--- src/hdl/sdm_pkg.sv ---
// shared types, widths and constants for the sigma-delta modulator
// no dependencies; imported by the sample and register-write interfaces and every module
`default_nettype none

package sdm_pkg;

  // integrator state width, valid range 16 to 64
  localparam int STATE_W  = 32;
  localparam int SAMPLE_W = 32;
  // feed-forward sum: widest operand plus headroom for weights up to 8
  localparam int SUM_W    = ((STATE_W > SAMPLE_W) ? STATE_W : SAMPLE_W) + 3;

  localparam int ORDER_W  = 2;
  localparam int FB_W     = 31;
  localparam int CFG_IDX_W = 1;
  localparam int CFG_DATA_W = FB_W;

  // resonator feedback is S3 / 2^RES_SHIFT
  localparam int RES_SHIFT = 8;

  localparam logic [ORDER_W-1:0] ORD_ZERO  = 2'd0;
  localparam logic [ORDER_W-1:0] ORD_ONE   = 2'd1;
  localparam logic [ORDER_W-1:0] ORD_TWO   = 2'd2;
  localparam logic [ORDER_W-1:0] ORD_THREE = 2'd3;

  localparam logic [CFG_IDX_W-1:0] REG_ORDER    = 1'b0;
  localparam logic [CFG_IDX_W-1:0] REG_FEEDBACK = 1'b1;

  localparam logic [ORDER_W-1:0] ORDER_RST = ORD_THREE;
  localparam logic [FB_W-1:0]    FB_RST    = 31'd536870912;

  typedef struct packed {
    logic [ORDER_W-1:0] order;
    logic [FB_W-1:0]    feedback_level;
  } cfg_t;

  // v / 2 rounded toward zero
  function automatic logic signed [STATE_W-1:0] half_state(input logic signed [STATE_W-1:0] v);
    logic signed [STATE_W-1:0] t;
    t = v + {{(STATE_W-1){1'b0}}, v[STATE_W-1]};
    return t >>> 1;
  endfunction

  // v / 2^RES_SHIFT rounded toward zero
  function automatic logic signed [STATE_W-1:0] res_state(input logic signed [STATE_W-1:0] v);
    logic signed [STATE_W-1:0] t;
    t = v + {{(STATE_W-RES_SHIFT){1'b0}}, {RES_SHIFT{v[STATE_W-1]}}};
    return t >>> RES_SHIFT;
  endfunction

  function automatic logic signed [SAMPLE_W-1:0] half_sample(
    input logic signed [SAMPLE_W-1:0] v);
    logic signed [SAMPLE_W-1:0] t;
    t = v + {{(SAMPLE_W-1){1'b0}}, v[SAMPLE_W-1]};
    return t >>> 1;
  endfunction

endpackage

`default_nettype wire

--- src/hdl/sdm_cfg_regs.sv ---
// configuration registers: modulator order and feedback level
// depends on sdm_pkg
`default_nettype none

module sdm_cfg_regs import sdm_pkg::*; (
  input  wire logic                  clk,
  input  wire logic                  rst_n,
  input  wire logic                  wr_en,
  input  wire logic [CFG_IDX_W-1:0]  wr_index,
  input  wire logic [CFG_DATA_W-1:0] wr_data,
  output cfg_t                       cfg
);

  cfg_t cfg_r;

  always_ff @(posedge clk) begin
    if (!rst_n) begin
      cfg_r.order          <= ORDER_RST;
      cfg_r.feedback_level <= FB_RST;
    end else if (wr_en) begin
      case (wr_index)
        REG_ORDER:    cfg_r.order          <= wr_data[ORDER_W-1:0];
        REG_FEEDBACK: cfg_r.feedback_level <= wr_data[FB_W-1:0];
        default: begin
        end
      endcase
    end
  end

  assign cfg = cfg_r;

endmodule

`default_nettype wire

--- config.mk ---
export PLATFORM = sky130hd
export DESIGN_NAME = sdm_cfg_regs
export DESIGN_NICKNAME = d
export VERILOG_FILES = /design/src/hdl/sdm_pkg.sv /design/src/hdl/sdm_cfg_regs.sv
export SDC_FILE = /design/constraint.sdc
export NUM_CORES = 1
export LEC_CHECK = 0
export BUFFER_PORTS_ARGS = -buffer_cell sky130_fd_sc_hd__buf_2
export CORE_ASPECT_RATIO = 1.75
export CORE_MARGIN = 8
export CORE_UTILIZATION = 25
export CTS_BUF_LIST = sky130_fd_sc_hd__clkbuf_8
export CTS_CLUSTER_SIZE = 24
export DETAILED_ROUTE_END_ITERATION = 6
export PLACE_DENSITY_LB_ADDON = 0.2
export SETUP_SLACK_MARGIN = 0.4
export SLEW_MARGIN = 40
export SYNTH_ARGS = -nofsm -noshare
export SYNTH_HDL_FRONTEND = slang
export SYNTH_SLANG_ARGS = --single-unit
--- constraint.sdc ---
create_clock -name clk -period 1.4 [get_ports clk]
set_input_delay 0.28 -clock clk [delete_from_list [all_inputs] [get_ports clk]]
set_output_delay 0.28 -clock clk [all_outputs]
set_load 0.005 [all_outputs]
==> results.toml <==
[clocking]
cts_hold_buffers = 0
clk_path_buf_depth = 2
cts_tree = "built"
cts_num_sinks = 33
clk_root_buffer_cell = "clkbuf_8"
insertion_delay_ns = 0.28
htree_num_levels = 2
path_clk_slew_ns = 0.07
cts_made_buffers = 5

[synth]
synth.net_count = 187
synthesis.area_sq_mm = 0.00141
postSynthCellCount = 152
synth_top_area_cell = "dfxtp_1"
mean_instance_size_in_the_synthesized_netlist_sq_um = 9.27
ys_seq_elements = 33
post_synth_num_cell_types = 14
yosysSeqAreaShare_pct = 46.9
yosys.area.top_type_share_pct = 46.9
netlist_top_cells_area = "dfxtp_1, o21ai_2, nand4_1"
ys_warn_count = 0

[min_path]
worstHoldPathType = "input port to flip-flop"

[worst_setup_path]
crit_arrival_ns = 0.72
critPathMaxFanout = 2
cp_slowest_stage_delay_ns = 0.33
cp_slowest_cell = "dfxtp_2"
timing.setup.critical_path_class = "flip-flop to primary output"
rrSetupSlack_ns = 0.73
worst_path_dominant_cell_family = "flip-flops"
path_buf_inv = 1
cp_data_required_time_ns = 1.12
worstPathCellList = "buf_2"
setup.worst_path.start_class = "flip-flop"
type_of_destination_of_the_critical_path = "primary output"

[global_routing]
globalRoute.totalOverflow = 0
first_global_vias = 1360
pin_count_of_the_biggest_net_entering_global_routing = 64
grt_antenna_before_repair = 0
global_route_wire_length_before_repair_mm = 6.73
grt.total_usage_pct = 10.2

[detailed_routing]
routed_via_density = 4.53
remaining_drc_errors = 0
drtPass1Iterations = 4
antenna_violating_nets_left = 0
number_of_drc_violations_after_detailed_routing_iteration_0 = 85
routed_wl_mm = 4.13
dr_total_vias = 1324
avgRoutedWirePerCell_um = 14.1

[floorplan]
dieArea_sq_mm = 0.00839
io_pins = 68
die_x_um = 72.7
fp.dieH_um = 115
design.core.area_sq_mm = 0.00550
floorplan.initialDensity_pct = 25.6
floorplan.rows = 36

[finish]
seqCellArea_sq_um = 702
max_ffs_per_register = 33
num-nets-final = 252
finish.instance_area_sq_mm = 0.00206
diodes = 0
syn_to_final_growth_pct = 46.0
layout-drive-gt1-share_pct = 67.6
nFillCells = 586
multiInputGateArea_sq_um = 622
mostFrequentLayoutCell = "buf_2"
final_cell_mix = "buf_2, dfxtp_2, nand2_1, nand4_1, o21ai_2"

[sta]
timing.max_slew.rel_slack_pct = 82.9
rsz0062_at_grt = "true"
slew_viol_final = 0
worst_slew_pin_slew_ns = 0.257
final.setup.tns_ns = 0
setup_violations = 0
fin_hold_ws_ns = 0.239
finalHoldViolCount = 0
setup_clock_skew_after_layout_ns = 0
min_period_over_period_pct = 71.5
max_clock_freq_ghz = 1.00
layout_min_cycle_time_ns = 1.00

[placed_design]
place_congestion = 0.643
hpwl_mm = 2.92
placement.io_buffers = 67
dpl_cell_area_sq_mm = 0.00179

[flow_run]
drv_cap = 0

[power]
power_density_over_cell_area_mw_per_mm2 = 964
leakagePower_nw = 0.884
vdd_drop_max_v = 0.000572

[outcome]
outcome = "completed"
[worst paths after layout]
check,startpoint,to,depth (start not counted)
hold reg to reg,cfg[28],cfg[28],2
setup / recovery,cfg[6],cfg[6],1
setup reg to reg,cfg[7],cfg[7],3
hold / removal,wr_data[28],cfg[28],3
[power by group]
| group | switching, W | internal, W |
|---|---|---|
| clock network | 0.000319 | 0.000327 |
| logic | 0.000154 | 0.000157 |
| registers | 0.0000295 | 0.000996 |
| total | 0.000503 | 0.00148 |
[repair_timing]
item	CTS	global route
setup endpoints to repair	32	33
buffers inserted	0	3
gates resized for setup	43	10
[cells in the mapped netlist]
cell type	instances
inv_1	3
o211ai_1	2
nor2b_1	1
o21ai_2	29
nand4_1	30
buf_6	4
dfxtp_1	33
and2_4	1
nand2_1	30
nand3_1	1
buf_2	14
o211ai_2	1
nand3b_1	2
o21ai_1	1
[through the flow]
| step | utilization [%] | worst slack, ns | total power (W) | std cells |
|---|---|---|---|---|
| CTS | 36.0 | 0.383 | 0.00200 | 289 |
| finish | 37.4 | 0.400 | 0.00198 | 292 |
| global route | 37.4 | 0.364 | 0.00210 | 292 |
| global placement | 32.7 | 0.395 | 0.00131 | 283 |
| detailed placement | 32.7 | 0.372 | 0.00131 | 283 |
| floorplan | - | 0.469 | 0.00118 | 152 |
[per-layer routing]
| metal | up-vias | GRT usage, % | routed length (um) |
|---|---|---|---|
| li1 | 670 | - | - |
| met1 | 594 | 11.0 | 1640 |
| met2 | 55 | 17.1 | 2060 |
| met3 | 5 | 4.28 | 354 |
| met4 | 0 | 4.03 | 66 |
| met5 | - | 0 | 0 |
[logic make-up after synthesis]
kind of cell           after synthesis  synth area share [%]
AOI/OAI and AO/OA                   33                  20.3
and+or+nand+nor                     65                  23.8
buffers and inverters               21                  8.97
DFF                                 33                  46.9
[worst min-delay path, stage by stage]
cell	delay (ns)
buf_2	0.09
nand4_1	0.05
o21ai_1	0.05
[final cells by class]
class	instances	area share, %
Multi-Input combinational cell	98	30.2
Inverter	3	0.547
Clock buffer	5	3.35
Clock inverter	1	0.243
Sequential cell	33	34.1
Timing Repair Buffer	76	26.9
Tap cell	76	4.62
No activity file was read; power rests on OpenSTA's default activity.
