==> config.mk <==
export PLATFORM = sky130hd
export DESIGN_NAME = sdm_loop
export DESIGN_NICKNAME = d
export VERILOG_FILES = /design/src/hdl/sdm_pkg.sv /design/src/hdl/sdm_loop.sv
export SDC_FILE = /design/constraint.sdc
export NUM_CORES = 1
export LEC_CHECK = 0
export ABC_AREA = 0
export BUFFER_PORTS_ARGS = -buffer_cell sky130_fd_sc_hd__buf_2
export CORE_ASPECT_RATIO = 1.5
export CORE_MARGIN = 2
export CORE_UTILIZATION = 55
export DETAILED_ROUTE_END_ITERATION = 10
export HOLD_SLACK_MARGIN = 0.1
export MAX_ROUTING_LAYER = met4
export PLACE_DENSITY_LB_ADDON = 0.1
export SLEW_MARGIN = 20
export SYNTH_ARGS = -nofsm -noshare
export SYNTH_HDL_FRONTEND = slang
export SYNTH_SLANG_ARGS = --single-unit
==> constraint.sdc <==
create_clock -name clk -period 28.4 [get_ports clk]
set_clock_uncertainty 0.05 [all_clocks]
set_input_delay 1.42 -clock clk [delete_from_list [all_inputs] [get_ports clk]]
set_output_delay 1.42 -clock clk [all_outputs]
set_load 0.01 [all_outputs]
==> src/hdl/sdm_pkg.sv <==
// shared types, widths and constants for the sigma-delta modulator
// no dependencies; imported by the sample and register-write interfaces and every module
`default_nettype none

package sdm_pkg;

  // integrator state width, valid range 16 to 64
  localparam int STATE_W  = 32;
  localparam int SAMPLE_W = 32;
  // feed-forward sum: widest operand plus headroom for weights up to 8
  localparam int SUM_W    = ((STATE_W > SAMPLE_W) ? STATE_W : SAMPLE_W) + 3;

  localparam int ORDER_W  = 2;
  localparam int FB_W     = 31;
  localparam int CFG_IDX_W = 1;
  localparam int CFG_DATA_W = FB_W;

  // resonator feedback is S3 / 2^RES_SHIFT
  localparam int RES_SHIFT = 8;

  localparam logic [ORDER_W-1:0] ORD_ZERO  = 2'd0;
  localparam logic [ORDER_W-1:0] ORD_ONE   = 2'd1;
  localparam logic [ORDER_W-1:0] ORD_TWO   = 2'd2;
  localparam logic [ORDER_W-1:0] ORD_THREE = 2'd3;

  localparam logic [CFG_IDX_W-1:0] REG_ORDER    = 1'b0;
  localparam logic [CFG_IDX_W-1:0] REG_FEEDBACK = 1'b1;

  localparam logic [ORDER_W-1:0] ORDER_RST = ORD_THREE;
  localparam logic [FB_W-1:0]    FB_RST    = 31'd536870912;

  typedef struct packed {
    logic [ORDER_W-1:0] order;
    logic [FB_W-1:0]    feedback_level;
  } cfg_t;

  // v / 2 rounded toward zero
  function automatic logic signed [STATE_W-1:0] half_state(input logic signed [STATE_W-1:0] v);
    logic signed [STATE_W-1:0] t;
    t = v + {{(STATE_W-1){1'b0}}, v[STATE_W-1]};
    return t >>> 1;
  endfunction

  // v / 2^RES_SHIFT rounded toward zero
  function automatic logic signed [STATE_W-1:0] res_state(input logic signed [STATE_W-1:0] v);
    logic signed [STATE_W-1:0] t;
    t = v + {{(STATE_W-RES_SHIFT){1'b0}}, {RES_SHIFT{v[STATE_W-1]}}};
    return t >>> RES_SHIFT;
  endfunction

  function automatic logic signed [SAMPLE_W-1:0] half_sample(
    input logic signed [SAMPLE_W-1:0] v);
    logic signed [SAMPLE_W-1:0] t;
    t = v + {{(SAMPLE_W-1){1'b0}}, v[SAMPLE_W-1]};
    return t >>> 1;
  endfunction

endpackage

`default_nettype wire

==> src/hdl/sdm_loop.sv <==
// integrator states, feed-forward sum and single-bit quantiser
// depends on sdm_pkg
`default_nettype none

module sdm_loop import sdm_pkg::*; (
  input  wire logic                       clk,
  input  wire logic                       rst_n,
  input  wire logic                       adv,
  input  wire logic signed [SAMPLE_W-1:0] sample,
  input  wire cfg_t                       cfg,
  output logic                            q
);

  logic signed [STATE_W-1:0] integ_one_r, integ_two_r, integ_three_r;
  logic signed [STATE_W-1:0] integ_one_nxt, integ_two_nxt, integ_three_nxt;
  logic [ORDER_W-1:0]        ord;
  logic signed [SUM_W-1:0]   x_e, s1_e, s2_e, s3_e, sum;
  logic [STATE_W-1:0]        hx_w, fb_w;

  // order zero runs as first order
  assign ord = (cfg.order == ORD_ZERO) ? ORD_ONE : cfg.order;

  assign x_e  = SUM_W'(sample);
  assign s1_e = SUM_W'(integ_one_r);
  assign s2_e = SUM_W'(integ_two_r);
  assign s3_e = SUM_W'(integ_three_r);

  always_comb begin
    case (ord)
      ORD_TWO:   sum = x_e + (s1_e <<< 1) + s2_e;
      ORD_THREE: sum = x_e + s1_e + (s1_e <<< 1) + s2_e + (s2_e <<< 1) + s3_e;
      default:   sum = x_e + s1_e;
    endcase
  end

  assign q = !sum[SUM_W-1] && (sum != '0);

  // sample / 2 at sample width, then wrapped into the state width
  assign hx_w = STATE_W'(half_sample(sample));
  assign fb_w = STATE_W'(cfg.feedback_level);

  always_comb begin
    integ_one_nxt = q ? (integ_one_r + hx_w - fb_w) : (integ_one_r + hx_w + fb_w);
    integ_two_nxt   = integ_two_r;
    integ_three_nxt = integ_three_r;
    case (ord)
      ORD_TWO: integ_two_nxt = integ_two_r + half_state(integ_one_r);
      ORD_THREE: begin
        integ_three_nxt = integ_three_r + half_state(integ_two_r);
        integ_two_nxt   = integ_two_r + half_state(integ_one_r) - res_state(integ_three_r);
      end
      default: begin
      end
    endcase
  end

  always_ff @(posedge clk) begin
    if (!rst_n) begin
      integ_one_r   <= '0;
      integ_two_r   <= '0;
      integ_three_r <= '0;
    end else if (adv) begin
      integ_one_r   <= integ_one_nxt;
      integ_two_r   <= integ_two_nxt;
      integ_three_r <= integ_three_nxt;
    end
  end

`ifndef NO_ASSERTIONS
  a_hold_when_idle: assert property (@(posedge clk) disable iff (!rst_n)
    !adv |=> $stable(integ_one_r) && $stable(integ_two_r) && $stable(integ_three_r))
    else $error("integrator state changed without a transaction");
  a_first_order_keeps_upper: assert property (@(posedge clk) disable iff (!rst_n)
    (adv && (ord == ORD_ONE)) |=> $stable(integ_two_r) && $stable(integ_three_r))
    else $error("unused stages changed in first order");
  a_third_stage_only_in_third_order: assert property (@(posedge clk) disable iff (!rst_n)
    (adv && (ord != ORD_THREE)) |=> $stable(integ_three_r))
    else $error("third stage changed below third order");
`endif

endmodule

`default_nettype wire

==> results.py <==
metrics = {
    "outcome": {
        "status": "completed",
    },
    "logic_synthesis": {
        "syn_area_um2": 21900,
        "synth_xor_area_frac": 0.132,
        "synth-simple-area-share": 0.201,
        "yosys.area.top_type": "ha_1",
        "yosys.cell_types.count": 76,
        "syn_area_per_cell_um2": 7.70,
        "synth_fa_ha_area_frac": 0.279,
        "ys_warn_count": 0,
        "ys_ff_latch": 96,
        "synth_compound_area_frac": 0.240,
        "synth_flop_cell": "dfxtp_1",
        "synth_fp_nets": 3326,
        "ys_async_sr_fraction": 0,
        "synth_top_family_by_area": "adder cells",
        "synth_mux_area_frac": 0.0128,
        "synth-edff-count": 0,
        "synth.area.top_cells": "ha_1, fa_1, xnor2_1, dfxtp_1, a21oi_1",
        "synth_seq_area_share": 0.0876,
        "synth_top_area_frac": 0.155,
        "synthesis.instances": 2850,
    },
    "min_path": {
        "hold_path_class": "flip-flop to flip-flop",
    },
    "floorplan": {
        "die_w_um": 167,
        "die_area_um2": 41500,
        "die_y_um": 249,
        "io_pins": 69,
        "rows": 89,
        "start_util": 0.558,
        "core_um2": 39300,
    },
    "power_and_ir_drop": {
        "p_int_uw": 1360,
        "p_sw_frac": 0.554,
        "comb_power_share": 0.880,
        "p_clk_frac": 0.047,
        "power_leakage_uw": 0.0107,
        "p_switching_uw": 1680,
        "ir_drop_uv": 136,
        "finalPower_uw": 3040,
        "powerDensity_nw_per_um2": 131,
        "power.share.sequential": 0.073,
    },
    "timing": {
        "slew_headroom": 0.320,
        "rsz0062_at_grt": "false",
        "setup_tns_ns": 0,
        "timing.final.crit_share": 0.408,
        "fin_ws_ns": 16.83,
        "final-hold-violation-count": 0,
        "setup_viol": 0,
        "worst_slew_pin_slew_ns": 1.01,
        "post-route-min-period_ns": 11.58,
        "drv_slew": 0,
        "timing.fmax_mhz": 86.4,
    },
    "clocking": {
        "clockBufferDepth": 2,
        "ctsHoldBuffers": 0,
        "clk_latency_ns": 0.41,
        "h-tree-depth": 3,
        "ctsRootBufferMaster": "clkbuf_16",
        "cts_sinks": 96,
        "post_cts_buffers": 0,
        "cts_buffers": 9,
        "post_cts_resized": 0,
        "path_clk_slew_ns": 0.09,
        "cts_tree": "done",
    },
    "placed_design": {
        "gp_congestion": 0.958,
        "place_area_um2": 22900,
        "io_buffers": 68,
        "dp_cells": 3383,
        "hpwlAfterDp_mm": 57.3,
        "place_ws_ns": 16.58,
    },
    "grt": {
        "grt_antenna_before_repair": 2,
        "grt_use_total": 0.341,
        "grt_pass1_wl_mm": 109,
        "overflow": 0,
        "grt_max_degree": 56,
        "grt_pass1_vias": 20700,
    },
    "critical_path": {
        "crit_buf_inv": 3,
        "critPathLaunchType": "input port",
        "max_stage_delay_ns": 0.71,
        "crit_path_frequent_cell": "a21oi_1",
        "rrSetupSlack_ns": 17.24,
        "cp_slowest_cell": "a2111oi_0",
        "cp.arrival_ns": 11.78,
        "cp_max_fo": 30,
        "path_class": "input port to flip-flop",
        "crit_family": "compound AO/OA/AOI/OAI gates",
        "worstSetupEndpointType": "flip-flop",
        "crit_required_ns": 28.61,
    },
    "route": {
        "drt_iter0_drc": 1268,
        "drt-total-wl_mm": 69.5,
        "drt-vias-per-instance": 6.25,
        "wl_per_cell_um": 20.4,
        "antenna_left": 0,
        "drc": 0,
        "dr.pass1.iters": 5,
        "routed-via-count": 21300,
    },
    "run": {
        "maxCapViolCount": 0,
    },
    "final_layout": {
        "drive_above_1_share": 0.0469,
        "stdcell_count": 3401,
        "final_area_um2": 23200,
        "area_growth_pct": 5.69,
        "fin_nets": 3370,
    },
}
==> logic make-up after synthesis <==
kind of cell,after synthesis
AND/OR/NAND/NOR,898
AO/OA/AOI/OAI,818
adder cells (fa/ha/maj),408
XOR/XNOR,330
buffers and inverters,272
flip-flops,96
multiplexers,28
==> layout make-up <==
class / count / area [um2]
Multi-Input combinational cell: 2482 / 19000
Fill cell: 3793 / 16100
Sequential cell: 96 / 1920
Inverter: 211 / 792
Tap cell: 500 / 626
Timing Repair Buffer: 94 / 536
Clock buffer: 9 / 225
Clock inverter: 7 / 78.8
Antenna cell: 2 / 5.00
==> state kept, by name, summed over array words and instances (netlist names) <==
register and cells:
integ_one_r 32, integ_two_r 32, integ_three_r 32
==> power by group through the flow <==
stage,Combinational (uW),Sequential [uW],Clock [uW]
floorplan,2090,204,0
global placement,2580,225,0
detailed placement,2640,226,0
CTS,2660,223,145
global route,2980,225,149
finish,2670,222,143
==> worst paths after layout <==
kind	start	end	cells past startpoint
max	sample[0]	integ_one_r[30]	40
min	integ_three_r[15]	integ_three_r[15]	2
max reg2reg	integ_one_r[1]	integ_one_r[30]	38
min reg2reg	integ_three_r[15]	integ_three_r[15]	2
==> cell usage after synthesis (all sizes together) (38+ instances only) <==
library cell and n:
and3 56, a21oi 257, inv 211, xnor2 235, dfxtp 96, o21a 38, o21ai 143, xor2 95
a21o 110, clkbuf 50, nor2 220, nand4 38, nand3 91, a211oi 43, fa 136, nand2 230
ha 272, nor3 62
==> worst reg2reg max path, delay by kind of cell (launching register included) <==
family,cells,cell delay [ns]
xor+xnor,3,0.61
buf+inv,2,0.55
mux,1,0.16
fa+ha+maj,4,1.84
simple gates,7,1.84
compound gates,21,5.39
flops,1,0.61
==> through the flow <==
stage               hold slack (ns)  utilization
floorplan                     0.412            -
global placement              0.445        0.582
detailed placement            0.444        0.582
CTS                           0.458        0.590
global route                  0.487        0.590
finish                        0.460        0.590
==> layout by cell type, fill, tap and decap left out, drive strengths merged, types with 43 or more instances in the layout <==
| cell | n |
|---|---|
| a211oi | 43 |
| a21o | 110 |
| a21oi | 257 |
| and3 | 56 |
| buf | 94 |
| dfxtp | 96 |
| fa | 136 |
| ha | 272 |
| inv | 213 |
| nand2 | 230 |
| nand3 | 91 |
| nor2 | 220 |
| nor3 | 62 |
| o21ai | 143 |
| xnor2 | 235 |
| xor2 | 95 |
==> per-layer routing <==
metal / vias up / GRT usage / part of all wire
li1: 10300 / - / -
met1: 10100 / 0.372 / 0.39
met2: 590 / 0.587 / 0.50
met3: 226 / 0.0271 / 0.037
met4: 0 / 0.236 / 0.079
met5: - / - / 0
(Power assumes the default switching activity.)
